<file path="src/rtl/sit_pkg.sv">
// Shared widths, stage payload types and helpers for the segment intersection test pipeline.
package sit_pkg;

    localparam int IN_BITS    = 32;
    localparam int COORD_BITS = 32;
    localparam int DIFF_BITS  = COORD_BITS + 1;
    localparam int PROD_BITS  = 2 * DIFF_BITS;
    localparam int CROSS_BITS = PROD_BITS + 1;
    localparam int TURNS      = 4;

    typedef logic signed [IN_BITS-1:0]    in_coord_t;
    typedef logic signed [COORD_BITS-1:0] coord_t;
    typedef logic signed [DIFF_BITS-1:0]  diff_t;
    typedef logic        [DIFF_BITS-1:0]  mag_t;
    typedef logic signed [PROD_BITS-1:0]  prod_t;
    typedef logic signed [CROSS_BITS-1:0] cross_t;

    typedef struct packed {
        coord_t x;
        coord_t y;
    } point_t;

    // Stage 1: edge vectors, bounding boxes and endpoint equality.
    typedef struct packed {
        diff_t  d12x;
        diff_t  d12y;
        diff_t  d13x;
        diff_t  d13y;
        diff_t  d14x;
        diff_t  d14y;
        diff_t  d34x;
        diff_t  d34y;
        diff_t  d31x;
        diff_t  d31y;
        diff_t  d32x;
        diff_t  d32y;
        coord_t x12_lo;
        coord_t x12_hi;
        coord_t y12_lo;
        coord_t y12_hi;
        coord_t x34_lo;
        coord_t x34_hi;
        coord_t y34_lo;
        coord_t y34_hi;
        point_t p1;
        point_t p2;
        point_t p3;
        point_t p4;
        logic   shared;
        logic   ignore_shared;
    } s1_t;

    // Stage 2: the two products of each cross product, plus the range tests.
    typedef struct packed {
        prod_t [TURNS-1:0] lhs;
        prod_t [TURNS-1:0] rhs;
        logic              use_x;
        logic              over_x;
        logic              over_y;
        logic [TURNS-1:0]  in_box;
        logic              shared;
        logic              ignore_shared;
    } s2_t;

    // Stage 3: orientation signs.
    typedef struct packed {
        logic [TURNS-1:0] neg;
        logic [TURNS-1:0] zero;
        logic             use_x;
        logic             over_x;
        logic             over_y;
        logic [TURNS-1:0] in_box;
        logic             shared;
        logic             ignore_shared;
    } s3_t;

    function automatic coord_t to_coord(input logic [IN_BITS-1:0] raw);
        logic [63:0] ext;
        ext = {{(64 - IN_BITS){raw[IN_BITS-1]}}, raw};
        return coord_t'(ext[COORD_BITS-1:0]);
    endfunction

    function automatic diff_t sub_coord(input coord_t a, input coord_t b);
        return DIFF_BITS'(a) - DIFF_BITS'(b);
    endfunction

    function automatic mag_t mag_of(input diff_t d);
        return d[DIFF_BITS-1] ? mag_t'(-d) : mag_t'(d);
    endfunction

endpackage

</file>
<file path="src/rtl/sit_diff_stage.sv">
// Stage 1: coordinate differences, bounding boxes and shared endpoint detection.
module sit_diff_stage (
    input  logic               aclk,
    input  logic               aresetn,
    input  logic               in_valid,
    output logic               in_ready,
    input  sit_pkg::point_t    p1,
    input  sit_pkg::point_t    p2,
    input  sit_pkg::point_t    p3,
    input  sit_pkg::point_t    p4,
    input  logic               ignore_shared,
    output logic               out_valid,
    input  logic               out_ready,
    output sit_pkg::s1_t       out_data
);
    import sit_pkg::*;

    logic valid_reg;
    s1_t  data_reg;
    s1_t  data_next;

    always_comb begin
        data_next.d12x = sub_coord(p2.x, p1.x);
        data_next.d12y = sub_coord(p2.y, p1.y);
        data_next.d13x = sub_coord(p3.x, p1.x);
        data_next.d13y = sub_coord(p3.y, p1.y);
        data_next.d14x = sub_coord(p4.x, p1.x);
        data_next.d14y = sub_coord(p4.y, p1.y);
        data_next.d34x = sub_coord(p4.x, p3.x);
        data_next.d34y = sub_coord(p4.y, p3.y);
        data_next.d31x = sub_coord(p1.x, p3.x);
        data_next.d31y = sub_coord(p1.y, p3.y);
        data_next.d32x = sub_coord(p2.x, p3.x);
        data_next.d32y = sub_coord(p2.y, p3.y);

        data_next.x12_lo = (p1.x < p2.x) ? p1.x : p2.x;
        data_next.x12_hi = (p1.x < p2.x) ? p2.x : p1.x;
        data_next.y12_lo = (p1.y < p2.y) ? p1.y : p2.y;
        data_next.y12_hi = (p1.y < p2.y) ? p2.y : p1.y;
        data_next.x34_lo = (p3.x < p4.x) ? p3.x : p4.x;
        data_next.x34_hi = (p3.x < p4.x) ? p4.x : p3.x;
        data_next.y34_lo = (p3.y < p4.y) ? p3.y : p4.y;
        data_next.y34_hi = (p3.y < p4.y) ? p4.y : p3.y;

        data_next.p1 = p1;
        data_next.p2 = p2;
        data_next.p3 = p3;
        data_next.p4 = p4;

        data_next.shared = (p1 == p3) || (p1 == p4) || (p2 == p3) || (p2 == p4);
        data_next.ignore_shared = ignore_shared;
    end

    assign in_ready  = !valid_reg || out_ready;
    assign out_valid = valid_reg;
    assign out_data  = data_reg;

    always_ff @(posedge aclk) begin
        if (!aresetn) begin
            valid_reg <= 1'b0;
        end else if (in_ready) begin
            valid_reg <= in_valid;
        end
    end

    always_ff @(posedge aclk) begin
        if (in_valid && in_ready) begin
            data_reg <= data_next;
        end
    end

endmodule

</file>
<file path="config.mk">
export PLATFORM = sky130hd
export DESIGN_NAME = sit_diff_stage
export DESIGN_NICKNAME = d
export VERILOG_FILES = /design/src/rtl/sit_pkg.sv /design/src/rtl/sit_diff_stage.sv
export SDC_FILE = /design/constraint.sdc
export NUM_CORES = 2
export LEC_CHECK = 0
export BUFFER_PORTS_ARGS = -buffer_cell sky130_fd_sc_hd__clkbuf_2
export CORE_AREA = 2 2 462 464
export DETAILED_ROUTE_END_ITERATION = 10
export DIE_AREA = 0 0 464 466
export HOLD_SLACK_MARGIN = 0.12
export PLACE_DENSITY = 0.51
export SLEW_MARGIN = 40
export SYNTH_ARGS = -nofsm -noshare
export SYNTH_HDL_FRONTEND = slang
export SYNTH_SLANG_ARGS = --single-unit
</file>
<file path="constraint.sdc">
create_clock -name aclk -period 39.4 [get_ports aclk]
set_clock_uncertainty 0.2 [all_clocks]
set_input_delay 7.88 -clock aclk [delete_from_list [all_inputs] [get_ports aclk]]
set_output_delay 7.88 -clock aclk [all_outputs]
set_load 0.1 [all_outputs]
</file>
; Yosys cells after proc, flatten, opt, wreduce, memory -nomap -nowiden
; Index checks and enable logic that the tools add are counted.
[word_totals]
regBits = 911
in_bits = 261
out_inout_bits = 912
elab_cells = 65
[classes]
n_addsub = 12
magnitude_cmp = 4
eq_ne = 4
mux = 8
reduce_logical = 6
[ops]
columns = op, n
row1 = subtractor 32 x 32 -> 33 bit, 12
row2 = equality test 64 bit, 4
row3 = 2-to-1 mux 32 bit, 8
row4 = < comparator 32 bit, 4
row5 = logical OR 1 bit, 4
row6 = logical AND 1 bit, 1
row7 = logical NOT 1 bit, 1

; Depth between registers and ports, before layout
[logic_depth]
depth_word = 4
mapped_depth = 14
mapped_depth_nobuf = 12

; Worst setup path before layout
; OpenSTA, ideal clock, no wires.
[synth_path]
path_type = input-to-reg
from = in out_ready
to = reg data_reg, in the netlist out_data[0] (enable)
setup_ns = 1.390
arrival_time_ns = 29.119
required_ns = 37.810
setup_slack_ns = 8.691
cell_stages = 2
n_path_buf = 0
cell_sequence = nand2b_1 -> and2_1
[synth_between]
elab_chain_cells = 2
[synth_rtl]
columns = element, line
row1 = start: declaration, sit_diff_stage.sv:13  ; input logic out_ready,
row2 = logical OR 1 bit, sit_diff_stage.sv:54  ; assign in_ready = !valid_reg || out_ready;
row3 = logical AND 1 bit, sit_diff_stage.sv:67  ; if (in_valid && in_ready) begin
row4 = end signal: assignment, sit_diff_stage.sv:68  ; data_reg <= data_next;
row5 = end: declaration, sit_diff_stage.sv:19  ; s1_t data_reg;
; Every way passes these cells.
; A chain may end at the register's enable or synchronous reset.

; Worst setup path in the final report
[layout_path]
from = in out_ready
to = out in_ready
[layout_between]
elab_chain_cells = 1
[layout_rtl]
columns = element, line
row1 = logical OR 1 bit, sit_diff_stage.sv:54
row2 = end: declaration, sit_diff_stage.sv:6  ; output logic in_ready,
; Every way passes these cells.

==> results.py <==
metrics = {
    "outcome": {
        "status": "complete, no violations",
    },
    "grt": {
        "grt_antenna_before_repair": 40,
        "grt_pass1_wl_mm": 346.0,
        "grt_max_degree": 83,
        "grt_pass1_vias": 40660,
        "grt_usage": 0.2320,
        "grt_overflow": 0,
    },
    "sta": {
        "timing.fmax_mhz": 60.10,
        "rsz0062_at_grt": "no",
        "min_period_ps": 16640,
        "worstMarginPinSlew_ps": 883.0,
        "relSlewSlack": 0.4051,
        "finalSetupViolCount": 0,
        "slew_viol_final": 0,
        "timing.setup.tns_ps": 0,
        "min_period_over_period": 0.4223,
        "finalHoldViolCount": 0,
    },
    "synth": {
        "synth_edf_count": 908,
        "synth.cell_area_um2": 51520,
        "synth_top_area_share": 0.5292,
        "ys.flop_type": "edfxtp_1",
        "synth_compound_area_frac": 0.1411,
        "ys_ff_latch": 909,
        "ys_types": 82,
        "yosysTopAreaCell": "edfxtp_1",
        "synth_top_family_by_area": "compound AO/OA/AOI/OAI gates",
        "syn_inst": 4270,
        "yosysSeqAreaShare": 0.5296,
        "synthSimpleGateAreaFrac": 0.08021,
        "synthMuxAreaShare": 0.05651,
        "yosys_warnings": 0,
        "synthTopCellsByArea": "edfxtp_1 53%, ha_1 9.4%, xnor2_1 4.6%",
        "async_flop_share": 0,
        "synth_fa_ha_area_frac": 0.09889,
        "syn_nets": 4931,
        "synth.avg_cell_area_um2": 12.07,
        "synth_xor_area_frac": 0.06392,
    },
    "power": {
        "powerDensity_nw_per_um2": 56.77,
        "vdd.ir_drop.worst_v": 0.00004131,
        "p_leak_nw": 27.00,
    },
    "cells_and_area": {
        "area_growth_pct": 25.17,
        "final_layout_size_suffix_gt1_frac": 0.2905,
        "fin_util": 0.3053,
        "nets": 6129,
    },
    "clock_tree": {
        "hold_buffers": 0,
        "cts_tree": "yes",
        "numCtsBuffers": 111,
        "h-tree-depth": 3,
        "postCtsSetupBuffers": 0,
        "cts_buffer_depth": 3,
        "cts_resized": 0,
        "clk_latency_ps": 740,
        "path_clk_slew_ps": 50,
        "root_buffer": "clkbuf_16",
        "cts.sinks": 909,
    },
    "placed_design": {
        "dp_hpwl_mm": 211.8,
        "gp_congestion": 0.9231,
        "portBuffers": 1172,
    },
    "worst_setup_path": {
        "critPathLaunchType": "input pin",
        "end_kind": "output pin",
        "worstSetupPathType": "input pin to output pin",
        "cp.arrival_ps": 8560,
        "cp_max_fo": 3,
        "required_ps": 31320,
    },
    "detailed_routing": {
        "routedWlPerCell_um": 31.04,
        "firstDrtPassIters": 5,
        "route.vias.total": 41280,
        "drcViolationCount": 0,
        "drtAntennaViolNets": 0,
        "wirelength_mm": 260.7,
        "vias_per_cell": 4.915,
        "drt_iter0_drc": 3136,
    },
    "floorplan": {
        "fp.dieH_um": 466,
        "start_util": 0.2439,
        "fp-row-count": 169,
        "die_area_um2": 216200,
        "core_area_um2": 211200,
        "die_x_um": 464,
        "io_pins": 1173,
    },
    "flow_run": {
        "max_cap_viol_count": 0,
    },
    "worst_hold_path": {
        "holdCritPathClass": "flop to flop",
    },
}
[cell type report]
class / count / area [um2]
antenna: 16 / 40.04
fill: 21740 / 146800
clock buffer: 130 / 2870
inverter: 238 / 893.4
sequential: 909 / 27290
clock inverter: 77 / 788.3
timing repair buffer: 1215 / 6232
tap: 2821 / 3530
multi-input combinational: 2993 / 22850
[flip-flops by register name, summed over array words and instances (netlist names)]
name and cells:
out_data 908, out_valid 1
[path summary, 6_finish.rpt]
| check | from | to | slack (ps) | cells past startpoint |
|---|---|---|---|---|
| worst max-delay path | out_ready | in_ready | 22760 | 3 |
| worst min-delay path | out_valid | out_valid | 380 | 2 |
| worst max register to register | out_valid | out_data[783] | 35260 | 6 |
| worst min register to register | out_valid | out_valid | 380 | 2 |
[critical path, stage by stage]
cell      delay, ps
clkbuf_2         70
nand2b_1        130
clkbuf_2        470
[cell usage after synthesis (all sizes together), types with 46 or more instances]
cell type    n
a21o       218
a21oi      353
o21bai      67
edfxtp     908
mux2       239
xor2       108
o21ai      198
inv        238
xnor2      268
o21a        46
nand4       90
nor3        59
clkbuf      93
ha         388
nand2      190
nand3       65
nor2b       60
nor2       192
[stage by stage]
step	instance area [um2]	std cells	total power, mW	hold WS (ps)	setup WS, ps
after floorplan	51520	4270	2.317	1579	8691
after global placement	60640	8174	2.632	374.2	22760
after detailed placement	60760	8175	2.633	355.2	22770
after CTS	64420	8382	3.702	374.4	22760
after global routing	64480	8396	3.785	409.1	22720
final	64490	8399	3.661	376.9	22760
[routing by layer]
metal / global-route usage / wire length, um / up-vias
li1: - / - / 18530
met1: 0.2703 / 102200 / 20830
met2: 0.4262 / 135700 / 1664
met3: 0.04414 / 15650 / 256
met4: 0.07112 / 7072 / 0
met5: 0 / 0 / -
[kinds of logic (layout without fill, tap and decap cells)]
| family | after synthesis | after routing |
|---|---|---|
| other cells | 0 | 16 |
| buf+inv | 368 | 1660 |
| xor+xnor | 376 | 376 |
| compound gates | 1126 | 1126 |
| mux | 261 | 261 |
| fa+ha+maj | 400 | 400 |
| flops | 909 | 909 |
| simple gates | 830 | 830 |
[cells in the final DEF, fill, tap and decap left out, types with 46 or more instances in the layout]
cell / count
nor2b_1: 60
nor3_1: 59
xnor2_1: 262
inv_1: 238
o21a_1: 46
mux2_2: 183
a21oi_1: 353
clkbuf_2: 1172
o21bai_1: 64
nand3_1: 65
o21ai_0: 197
edfxtp_1: 908
nand4_1: 90
clkbuf_16: 112
mux2_1: 56
nor2_1: 191
xor2_1: 108
ha_1: 388
nand2_1: 190
a21o_1: 218
[power breakdown]
group	internal [mW]	switching, mW
Clock	0.598	0.454
Sequential	1.20	0.0375
Combinational	0.254	1.12
No activity file was read; power rests on OpenSTA's default activity.
