`config.mk`:
```
export PLATFORM = sky130hd
export DESIGN_NAME = sit_sign_stage
export DESIGN_NICKNAME = d
export VERILOG_FILES = /design/src/rtl/sit_pkg.sv /design/src/rtl/sit_sign_stage.sv
export SDC_FILE = /design/constraint.sdc
export NUM_CORES = 1
export LEC_CHECK = 0
export BUFFER_PORTS_ARGS = -buffer_cell sky130_fd_sc_hd__buf_2
export CAP_MARGIN = 10
export CORE_UTILIZATION = 45
export CTS_CLUSTER_SIZE = 16
export DETAILED_ROUTE_END_ITERATION = 12
export PLACE_DENSITY = 0.66
export SETUP_SLACK_MARGIN = 0.1
export SLEW_MARGIN = 0
export SYNTH_ARGS = -nofsm -noshare
export SYNTH_HDL_FRONTEND = slang
export SYNTH_SLANG_ARGS = --single-unit
```
`constraint.sdc`:
```
create_clock -name aclk -period 6.5 [get_ports aclk]
set_clock_uncertainty 0.1 [all_clocks]
set_input_delay 0 -clock aclk [delete_from_list [all_inputs] [get_ports aclk]]
set_output_delay 0 -clock aclk [all_outputs]
set_load 0.01 [all_outputs]
```
`src/rtl/sit_pkg.sv`:
```
// Shared widths, stage payload types and helpers for the segment intersection test pipeline.
package sit_pkg;

    localparam int IN_BITS    = 32;
    localparam int COORD_BITS = 32;
    localparam int DIFF_BITS  = COORD_BITS + 1;
    localparam int PROD_BITS  = 2 * DIFF_BITS;
    localparam int CROSS_BITS = PROD_BITS + 1;
    localparam int TURNS      = 4;

    typedef logic signed [IN_BITS-1:0]    in_coord_t;
    typedef logic signed [COORD_BITS-1:0] coord_t;
    typedef logic signed [DIFF_BITS-1:0]  diff_t;
    typedef logic        [DIFF_BITS-1:0]  mag_t;
    typedef logic signed [PROD_BITS-1:0]  prod_t;
    typedef logic signed [CROSS_BITS-1:0] cross_t;

    typedef struct packed {
        coord_t x;
        coord_t y;
    } point_t;

    // Stage 1: edge vectors, bounding boxes and endpoint equality.
    typedef struct packed {
        diff_t  d12x;
        diff_t  d12y;
        diff_t  d13x;
        diff_t  d13y;
        diff_t  d14x;
        diff_t  d14y;
        diff_t  d34x;
        diff_t  d34y;
        diff_t  d31x;
        diff_t  d31y;
        diff_t  d32x;
        diff_t  d32y;
        coord_t x12_lo;
        coord_t x12_hi;
        coord_t y12_lo;
        coord_t y12_hi;
        coord_t x34_lo;
        coord_t x34_hi;
        coord_t y34_lo;
        coord_t y34_hi;
        point_t p1;
        point_t p2;
        point_t p3;
        point_t p4;
        logic   shared;
        logic   ignore_shared;
    } s1_t;

    // Stage 2: the two products of each cross product, plus the range tests.
    typedef struct packed {
        prod_t [TURNS-1:0] lhs;
        prod_t [TURNS-1:0] rhs;
        logic              use_x;
        logic              over_x;
        logic              over_y;
        logic [TURNS-1:0]  in_box;
        logic              shared;
        logic              ignore_shared;
    } s2_t;

    // Stage 3: orientation signs.
    typedef struct packed {
        logic [TURNS-1:0] neg;
        logic [TURNS-1:0] zero;
        logic             use_x;
        logic             over_x;
        logic             over_y;
        logic [TURNS-1:0] in_box;
        logic             shared;
        logic             ignore_shared;
    } s3_t;

    function automatic coord_t to_coord(input logic [IN_BITS-1:0] raw);
        logic [63:0] ext;
        ext = {{(64 - IN_BITS){raw[IN_BITS-1]}}, raw};
        return coord_t'(ext[COORD_BITS-1:0]);
    endfunction

    function automatic diff_t sub_coord(input coord_t a, input coord_t b);
        return DIFF_BITS'(a) - DIFF_BITS'(b);
    endfunction

    function automatic mag_t mag_of(input diff_t d);
        return d[DIFF_BITS-1] ? mag_t'(-d) : mag_t'(d);
    endfunction

endpackage

```
`src/rtl/sit_sign_stage.sv`:
```
// Stage 3: subtract the partial products and keep the sign of each orientation.
module sit_sign_stage (
    input  logic            aclk,
    input  logic            aresetn,
    input  logic            in_valid,
    output logic            in_ready,
    input  sit_pkg::s2_t    in_data,
    output logic            out_valid,
    input  logic            out_ready,
    output sit_pkg::s3_t    out_data
);
    import sit_pkg::*;

    logic   valid_reg;
    s3_t    data_reg;
    s3_t    data_next;
    cross_t cross_val [TURNS];

    always_comb begin
        for (int k = 0; k < TURNS; k++) begin
            cross_val[k] = CROSS_BITS'($signed(in_data.lhs[k]))
                         - CROSS_BITS'($signed(in_data.rhs[k]));
            data_next.neg[k]  = cross_val[k][CROSS_BITS-1];
            data_next.zero[k] = (cross_val[k] == '0);
        end
        data_next.use_x         = in_data.use_x;
        data_next.over_x        = in_data.over_x;
        data_next.over_y        = in_data.over_y;
        data_next.in_box        = in_data.in_box;
        data_next.shared        = in_data.shared;
        data_next.ignore_shared = in_data.ignore_shared;
    end

    assign in_ready  = !valid_reg || out_ready;
    assign out_valid = valid_reg;
    assign out_data  = data_reg;

    always_ff @(posedge aclk) begin
        if (!aresetn) begin
            valid_reg <= 1'b0;
        end else if (in_ready) begin
            valid_reg <= in_valid;
        end
    end

    always_ff @(posedge aclk) begin
        if (in_valid && in_ready) begin
            data_reg <= data_next;
        end
    end

endmodule

```
Word level (Yosys, flattened, before mapping)

Cells that the tools add are included.

Add/sub/neg operators: 4
Reduce and logical (&&, ||, !) cells: 7

Operators by type and width:

| kind                         | number |
|---|---|
| zero test 67 bit             | 4 |
| subtractor 66 x 66 -> 67 bit | 4 |
| logical AND 1 bit            | 1 |
| zero test 1 bit              | 1 |
| logical OR 1 bit             | 1 |

Output and inout port bits: 19
Register bits after elaboration: 18
Input bits: 541

Depth between registers and ports, before layout

Gate-level depths: netlist of the first run.

Depth in word-level cells: 3
Mapped depth: 16
Mapped depth without buffers: 16

Worst setup path before layout of the first run

No wires, ideal clock.

Kind: input port to flip-flop
From: in in_data[339] (netlist bit)
To: reg data_reg, in the netlist out_data[10] (data pin)
Path buffers: 0
Data required time: 6.266 ns
Data arrival time: 3.508 ns
Path slack: 2.758 ns
Stages: 16
Cell sequence: inv_1 ha_1 inv_1 fa_1 a211o_1 a2111oi_2 nand4bb_1 nor2_1 a21oi_1 nand3_1 or4_1 or4_1 nor4_1 nand4_1 a2111oi_0 and4_1

RTL lines:

| element              | line                 | RTL |
|---|---|---|
| from (decl)          | sit_sign_stage.sv:7  | `input sit_pkg::s2_t in_data,` |
| to (signal assigned) | sit_sign_stage.sv:48 | `data_reg <= data_next;` |
| to (decl)            | sit_sign_stage.sv:15 | `s3_t data_reg;` |

==> impl_metrics.ini, run 1 <==
[worst_setup_path]
cp.arrival_ns = 4.31
critPathKind = primary input to flop
cp.required_ns = 6.48
path_cells = buf_2, inv_1, ha_1, inv_1, fa_1, a211oi_1, o21bai_1, a211oi_1, a21oi_1, or3_1, a222oi_1, o2111ai_1, nor4_1, nand4_1, nor3_1, nand4_1, nor3_1
end_kind = flop
cp.buffers_inverters = 3
worst_path_dominant_cell_family = compound AO/OA/AOI/OAI gates
critPathMaxStageDelay_ns = 0.76
slowest_stage = a211oi_1
crit_path_max_fanout = 6
startpoint_type = primary input

[floorplanning]
die_h_um = 216
die-area_um2 = 46600
rows = 77
core_area_um2 = 44700
start_util_pct = 46.0
die_w_um = 216
io_pins = 560

[sta]
fmax_ghz = 0.231
rsz0062_at_grt = false
setup_slack_ns = 2.17
tightest_slew_ns = 0.899
maxSlewViolCount = 0
min_period_ns = 4.33
setup_viol = 0
post-route-period-util_pct = 66.5
setup_tns_ns = 0
hold_violations = 0
relSlewSlack_pct = 39.7

[synthesis]
syn_area_per_cell_um2 = 6.30
ys_warn_count = 0
ys.flop_type = edfxtp_1
syn-instance-count = 3268
synth_area_leader_cell = ha_1
synthTopCellsByArea = ha_1 16%, a21oi_1 7.8%, inv_1 6.3%
synth-seq-cells = 18
synth_edf_count = 17
syn_nets = 4077
async_flop_share_pct = 0
ys_types = 94
synth_top_cell_area_share_pct = 16.1
synth-seq-area-share_pct = 2.58
syn-cell-area_um2 = 20600

[cts]
clockBufferDepth = 2
cts_tree = built
clock_latency_ns = 0.27
cts_sinks = 18
post_cts_resized = 0
cts-root-buf = clkbuf_16
htreeDepth = 1
post-cts-setup-buffers = 0
path_clk_slew_ns = 0.07
cts_hold_buf = 11
numCtsBuffers = 3

[finish]
drive_gt1_share_pct = 16.3
final_nets = 4490
utilization_pct = 53.0
final_cell_area_um2 = 23700
fin_cells = 4282
fillCellCount = 4801
syn_to_final_growth_pct = 15.2

[placement]
place_area_um2 = 23500
dp_hpwl_mm = 74.8
portBuffers = 559
gp_congestion = 1.02
preCtsSetupSlack_ns = 2.02
place_inst = 4257

[route]
drt_first_pass_iters = 8
post_drt_wl_per_cell_um = 20.2
drt_first_iter_violations = 2956
drc = 0
final_antenna_net_count = 0
totalWireLength_mm = 86.7
num_vias = 26700
drt-vias-per-instance = 6.24

[global_routing]
first_global_vias = 24500
antenna_found_initial = 13
grt_use_total_pct = 35.3
overflow = 0
grt_max_degree = 18
grt_pass1_wl_mm = 134

[pwr]
p_leak_nw = 11.3
power_density_nw_per_um2 = 111
ir_drop_mv = 0.102

[min_path]
hp-class = primary input to flop

[flow_run]
maxCapViolCount = 0

[outcome]
status = finished, final reports clean
flip-flops by register name, summed over array words and instances, names as in the netlist:
register   cells
out_data      17
out_valid      1
worst reg2reg max path, delay by kind of cell (launching register included):
family	cells	cell delay [ns]
buf+inv	1	0.33
simple gates	2	0.24
flops	1	0.31
path summary, 6_finish.rpt:
path / startpoint / endpoint / slack, ns / depth (start not counted)
min reg2reg: out_valid / out_data[3] / 0.93 / 3
max: in_data[405] / out_data[11] / 2.17 / 17
max reg2reg: out_valid / out_data[10] / 5.17 / 3
min: in_data[338] / out_data[13] / 0.19 / 4
per-layer routing:
layer / vias to the layer above / global-route usage [%] / part of all wire (%)
li1: 13000 / - / -
met1: 12200 / 47.9 / 43
met2: 1390 / 57.3 / 44
met3: 175 / 4.00 / 9.1
met4: 6 / 12.3 / 3.7
met5: - / 0 / 0.042
cell usage after synthesis (11+ instances only):
master and instances:
inv_1 345, a221oi_1 18, and4_1 17, nand4_1 125
edfxtp_1 17, o22ai_1 18, nand2b_1 24, nand2_1 334
xor2_1 49, or4_1 14, nor2b_1 35, nor3_1 91
mux2i_1 29, a221o_1 13, xnor2_1 75, a211oi_1 43
and3_1 34, o21a_1 76, buf_2 11, o31ai_1 19
and2_1 25, nand3_1 101, o211a_1 13, nor4b_1 12
a21o_1 76, a21boi_0 19, a21oi_1 321, nor2_1 242
o21ai_0 234, or3_1 35, nor4_1 43, clkbuf_1 148
a31oi_1 42, a2111oi_0 15, o2111ai_1 24, o211ai_1 40
o21bai_1 29, a211o_1 15, ha_1 264
kinds of logic after synthesis:
logic type / count (synthesis) / synth area share, %
XOR/XNOR: 124 / 5.28
flip-flops: 18 / 2.58
buffers and inverters: 510 / 9.47
AO/OA/AOI/OAI: 1143 / 36.3
AND/OR/NAND/NOR: 1171 / 28.3
multiplexers: 34 / 1.68
adder cells (fa/ha/maj): 268 / 16.4
through the flow:
step | hold WS (ns) | total power, mW
floorplan | -0.00113 | 1.71
CTS | 0.193 | 2.57
finish | 0.190 | 2.63
global placement | 0.0779 | 2.42
detailed placement | 0.0824 | 2.40
global route | 0.221 | 2.84
area by class of cell:
class,count,area (µm²),area share (%)
multi-input cells,2740,18100,76.4
repair buffers,573,2930,12.4
inverters,345,1290,5.46
well taps,592,741,3.13
flip-flops and latches,18,531,2.24
clock buffers,3,75.1,0.317
diodes,10,25.0,0.106
clock inverters,1,3.75,0.0158
placed cells by master (no fill, tap or decap), types with 49 or more instances in the layout:
cell type	count
inv_1	345
ha_1	264
buf_2	559
xor2_1	49
nor3_1	91
a21o_1	76
o21a_1	76
xnor2_1	75
nand2_1	334
a21oi_1	321
nor2_1	242
nand4_1	125
nand3_1	101
o21ai_0	234
report_power, final:
part | switching (mW) | leakage [nW] | internal (mW) | total (mW)
logic | 1.45 | 11.0 | 0.889 | 2.34
registers | 0.00348 | 0.175 | 0.136 | 0.140
clock network | 0.0648 | 0.0386 | 0.0828 | 0.148
total | 1.52 | 11.3 | 1.11 | 2.63
(Power assumes the default switching activity.)
==> inputs of run 2 (changes only) <==
PLACE_DENSITY = 0.69   (was 0.66)
clock period = 3.53 ns   (was 6.5 ns; I/O delays follow)
==> run 2 against run 1 <==
- the run now ends with negative setup slack left
- power is 140% higher
- design area up 29%
- critical path depth shrank 1
- hold slack gained 0.019 ns
- core utilization grew 15 points
- sequential share of layout area is 0.50 points lower
- wire length up 11%
- combinational power rose by 140%
- non-clock buffer count grew 804
- setup slack got worse by 2.4 ns
- clock power grew 110%
- count of clock-buffer cells in the layout increased by 1
- highest routed layer unchanged
==> impl_metrics.ini, run 2 (synthesis gave the netlist of run 1 again) <==
[worst_setup_path]
end_kind = flop
ff2ff_setup_slack_ns = 2.21
worst_r2r_endpoint = out_data[9]
cp.required_ns = 3.53
startpoint_type = primary input
crit_path_max_fanout = 2
critPathKind = primary input to flop
cp.arrival_ns = 3.70
reg2regPathDepth = 3
startpoint = in_data[273]
reg2reg_from = out_valid
crit_end = out_data[9]

[cts]
cts_tree = built
path_clk_slew_ns = 0.08
clockBufferDepth = 2
clock_latency_ns = 0.28
cts-root-buf = clkbuf_16
numCtsBuffers = 3
htreeDepth = 1
cts_sinks = 18

[sta]
relSlewSlack_pct = 50.5
fmax_ghz = 0.270
min_period_ns = 3.71
setup_slack_ns = -0.178
post-route-period-util_pct = 105
hold_violations = 0
rsz0062_at_grt = true
setup_viol = 2
maxSlewViolCount = 0
tightest_slew_ns = 0.734

[outcome]
status = finished with violations
violations = negative setup slack

[finish]
final_cell_area_um2 = 30500
drive_gt1_share_pct = 33.6
largest_reg_flops = 17
fillCellCount = 4081
layout_commonest_cell = buf_4
syn_to_final_growth_pct = 48.2
final_nets = 5294
fin_cells = 5083
final_cell_mix = 803 x buf_4, 554 x buf_2, 336 x inv_1

[route]
drt_first_pass_iters = 6
drt_first_iter_violations = 3202
final_antenna_net_count = 0
drt-vias-per-instance = 5.92
post_drt_wl_per_cell_um = 18.9
num_vias = 30100
totalWireLength_mm = 95.8
drc = 0

[pwr]
ir_drop_mv = 0.186
p_leak_nw = 15.3
seq_power_share_pct = 4.2
swShare_pct = 51.2
power_switching_mw = 3.19
power_density_nw_per_um2 = 205
power_frac_comb_pct = 90.9
pwr-share-clk_pct = 5.0
intPower_mw = 3.05

[global_routing]
grt_max_degree = 18
use_met3_pct = 5.45
use_met1_pct = 51.2
top_usage_layer = met2
overflow = 0
antenna_found_initial = 7
grt_pass1_wl_mm = 149
first_global_vias = 28300
grt_use_total_pct = 39.3
grtUsageMet2_pct = 64.1

[placement]
place_area_um2 = 29600
portBuffers = 559
place_inst = 5052
dp_hpwl_mm = 83.5
gp_congestion = 1.06

[min_path]
hp-class = primary input to output port

[floorplanning]
rows = 77
start_util_pct = 46.0
die_w_um = 216
io_pins = 560
die_h_um = 216
die-area_um2 = 46600
core_area_um2 = 44700

[flow_run]
maxCapViolCount = 0
==> run 2: cell count changes in the layout (fill, tap and decap cells not counted), moves of 6 or more <==
cell       delta
buf_4       +800
ha_1         -15
a21oi_2      +10
ha_4         +11
nor4_2        +9
nor4_1       -11
a21oi_1      -12
a2111oi_0     -6
inv_1         -9
o21ai_0       -7
buf_6         +7
==> run 2: how the worst min path moves through the flow <==
stage                     slack (ns)        from  cells after the start           to
after floorplan               -0.001  in_data[0]                      0  out_data[0]
after global placement          0.08  in_data[0]                      1  out_data[0]
after detailed placement        0.08  in_data[0]                      1  out_data[0]
after CTS                       0.21   out_ready                      3     in_ready
after global routing            0.25   out_ready                      3     in_ready
final                           0.21   out_ready                      3     in_ready
==> run 2: through the flow <==
step / hold WS, ns / worst slack [ns] / total power [mW] / util, % / setup TNS [ns]
2_1_floorplan: -0.00113 / 0.0184 / 3.16 / - / 0
3_3_place_gp: 0.0781 / -0.476 / 5.60 / 66.2 / -1.92
3_5_place_dp: 0.0783 / -0.567 / 5.61 / 66.2 / -2.19
4_1_cts: 0.213 / -0.0970 / 6.05 / 67.8 / -0.0970
5_1_grt: 0.248 / -0.238 / 6.68 / 68.2 / -0.742
6_report: 0.209 / -0.178 / 6.24 / 68.2 / -0.215
==> run 2: layer usage <==
layer  wire length [µm]  share of wire, %
met3               8580               9.0
met5                 27             0.028
met1              40400                42
met4               4450               4.6
met2              42400                44
==> run 2: cell type report <==
| cell class | instances | area [µm²] | share of cell area (%) |
|---|---|---|---|
| multi-input cells | 2740 | 18800 | 61.6 |
| repair buffers | 1377 | 9020 | 29.6 |
| inverters | 345 | 1320 | 4.31 |
| diodes | 7 | 17.5 | 0.0574 |
| well taps | 592 | 741 | 2.43 |
| flip-flops and latches | 18 | 531 | 1.74 |
| clock buffers | 4 | 88.8 | 0.291 |
==> run 2: repair_timing <==
action	in CTS	in global routing
endpoints found under the hold margin	10	0
setup endpoints to repair	4	6
gates resized for setup	81	39
pin swaps	47	8
hold buffers	11	0
buffers inserted	8	1
==> run 2: power groups by stage <==
stage / Sequential [mW] / Combinational, mW / Clock (mW)
6_report: 0.259 / 5.67 / 0.311
5_1_grt: 0.260 / 6.11 / 0.313
4_1_cts: 0.259 / 5.48 / 0.306
3_5_place_dp: 0.263 / 5.35 / 0
3_3_place_gp: 0.263 / 5.33 / 0
2_1_floorplan: 0.266 / 2.89 / 0
==> run 2: worst max-delay path: stages <==
cell	delay, ns
buf_6	0.07
inv_4	0.03
ha_4	0.15
inv_2	0.05
fa_2	0.42
nand2b_4	0.16
or4_1	0.47
or4_4	0.44
a2111oi_4	0.34
nand4_1	0.15
nor4_2	0.30
o2111a_1	0.22
nand4_1	0.13
nor4_2	0.38
nand4_1	0.14
nor4_1	0.24
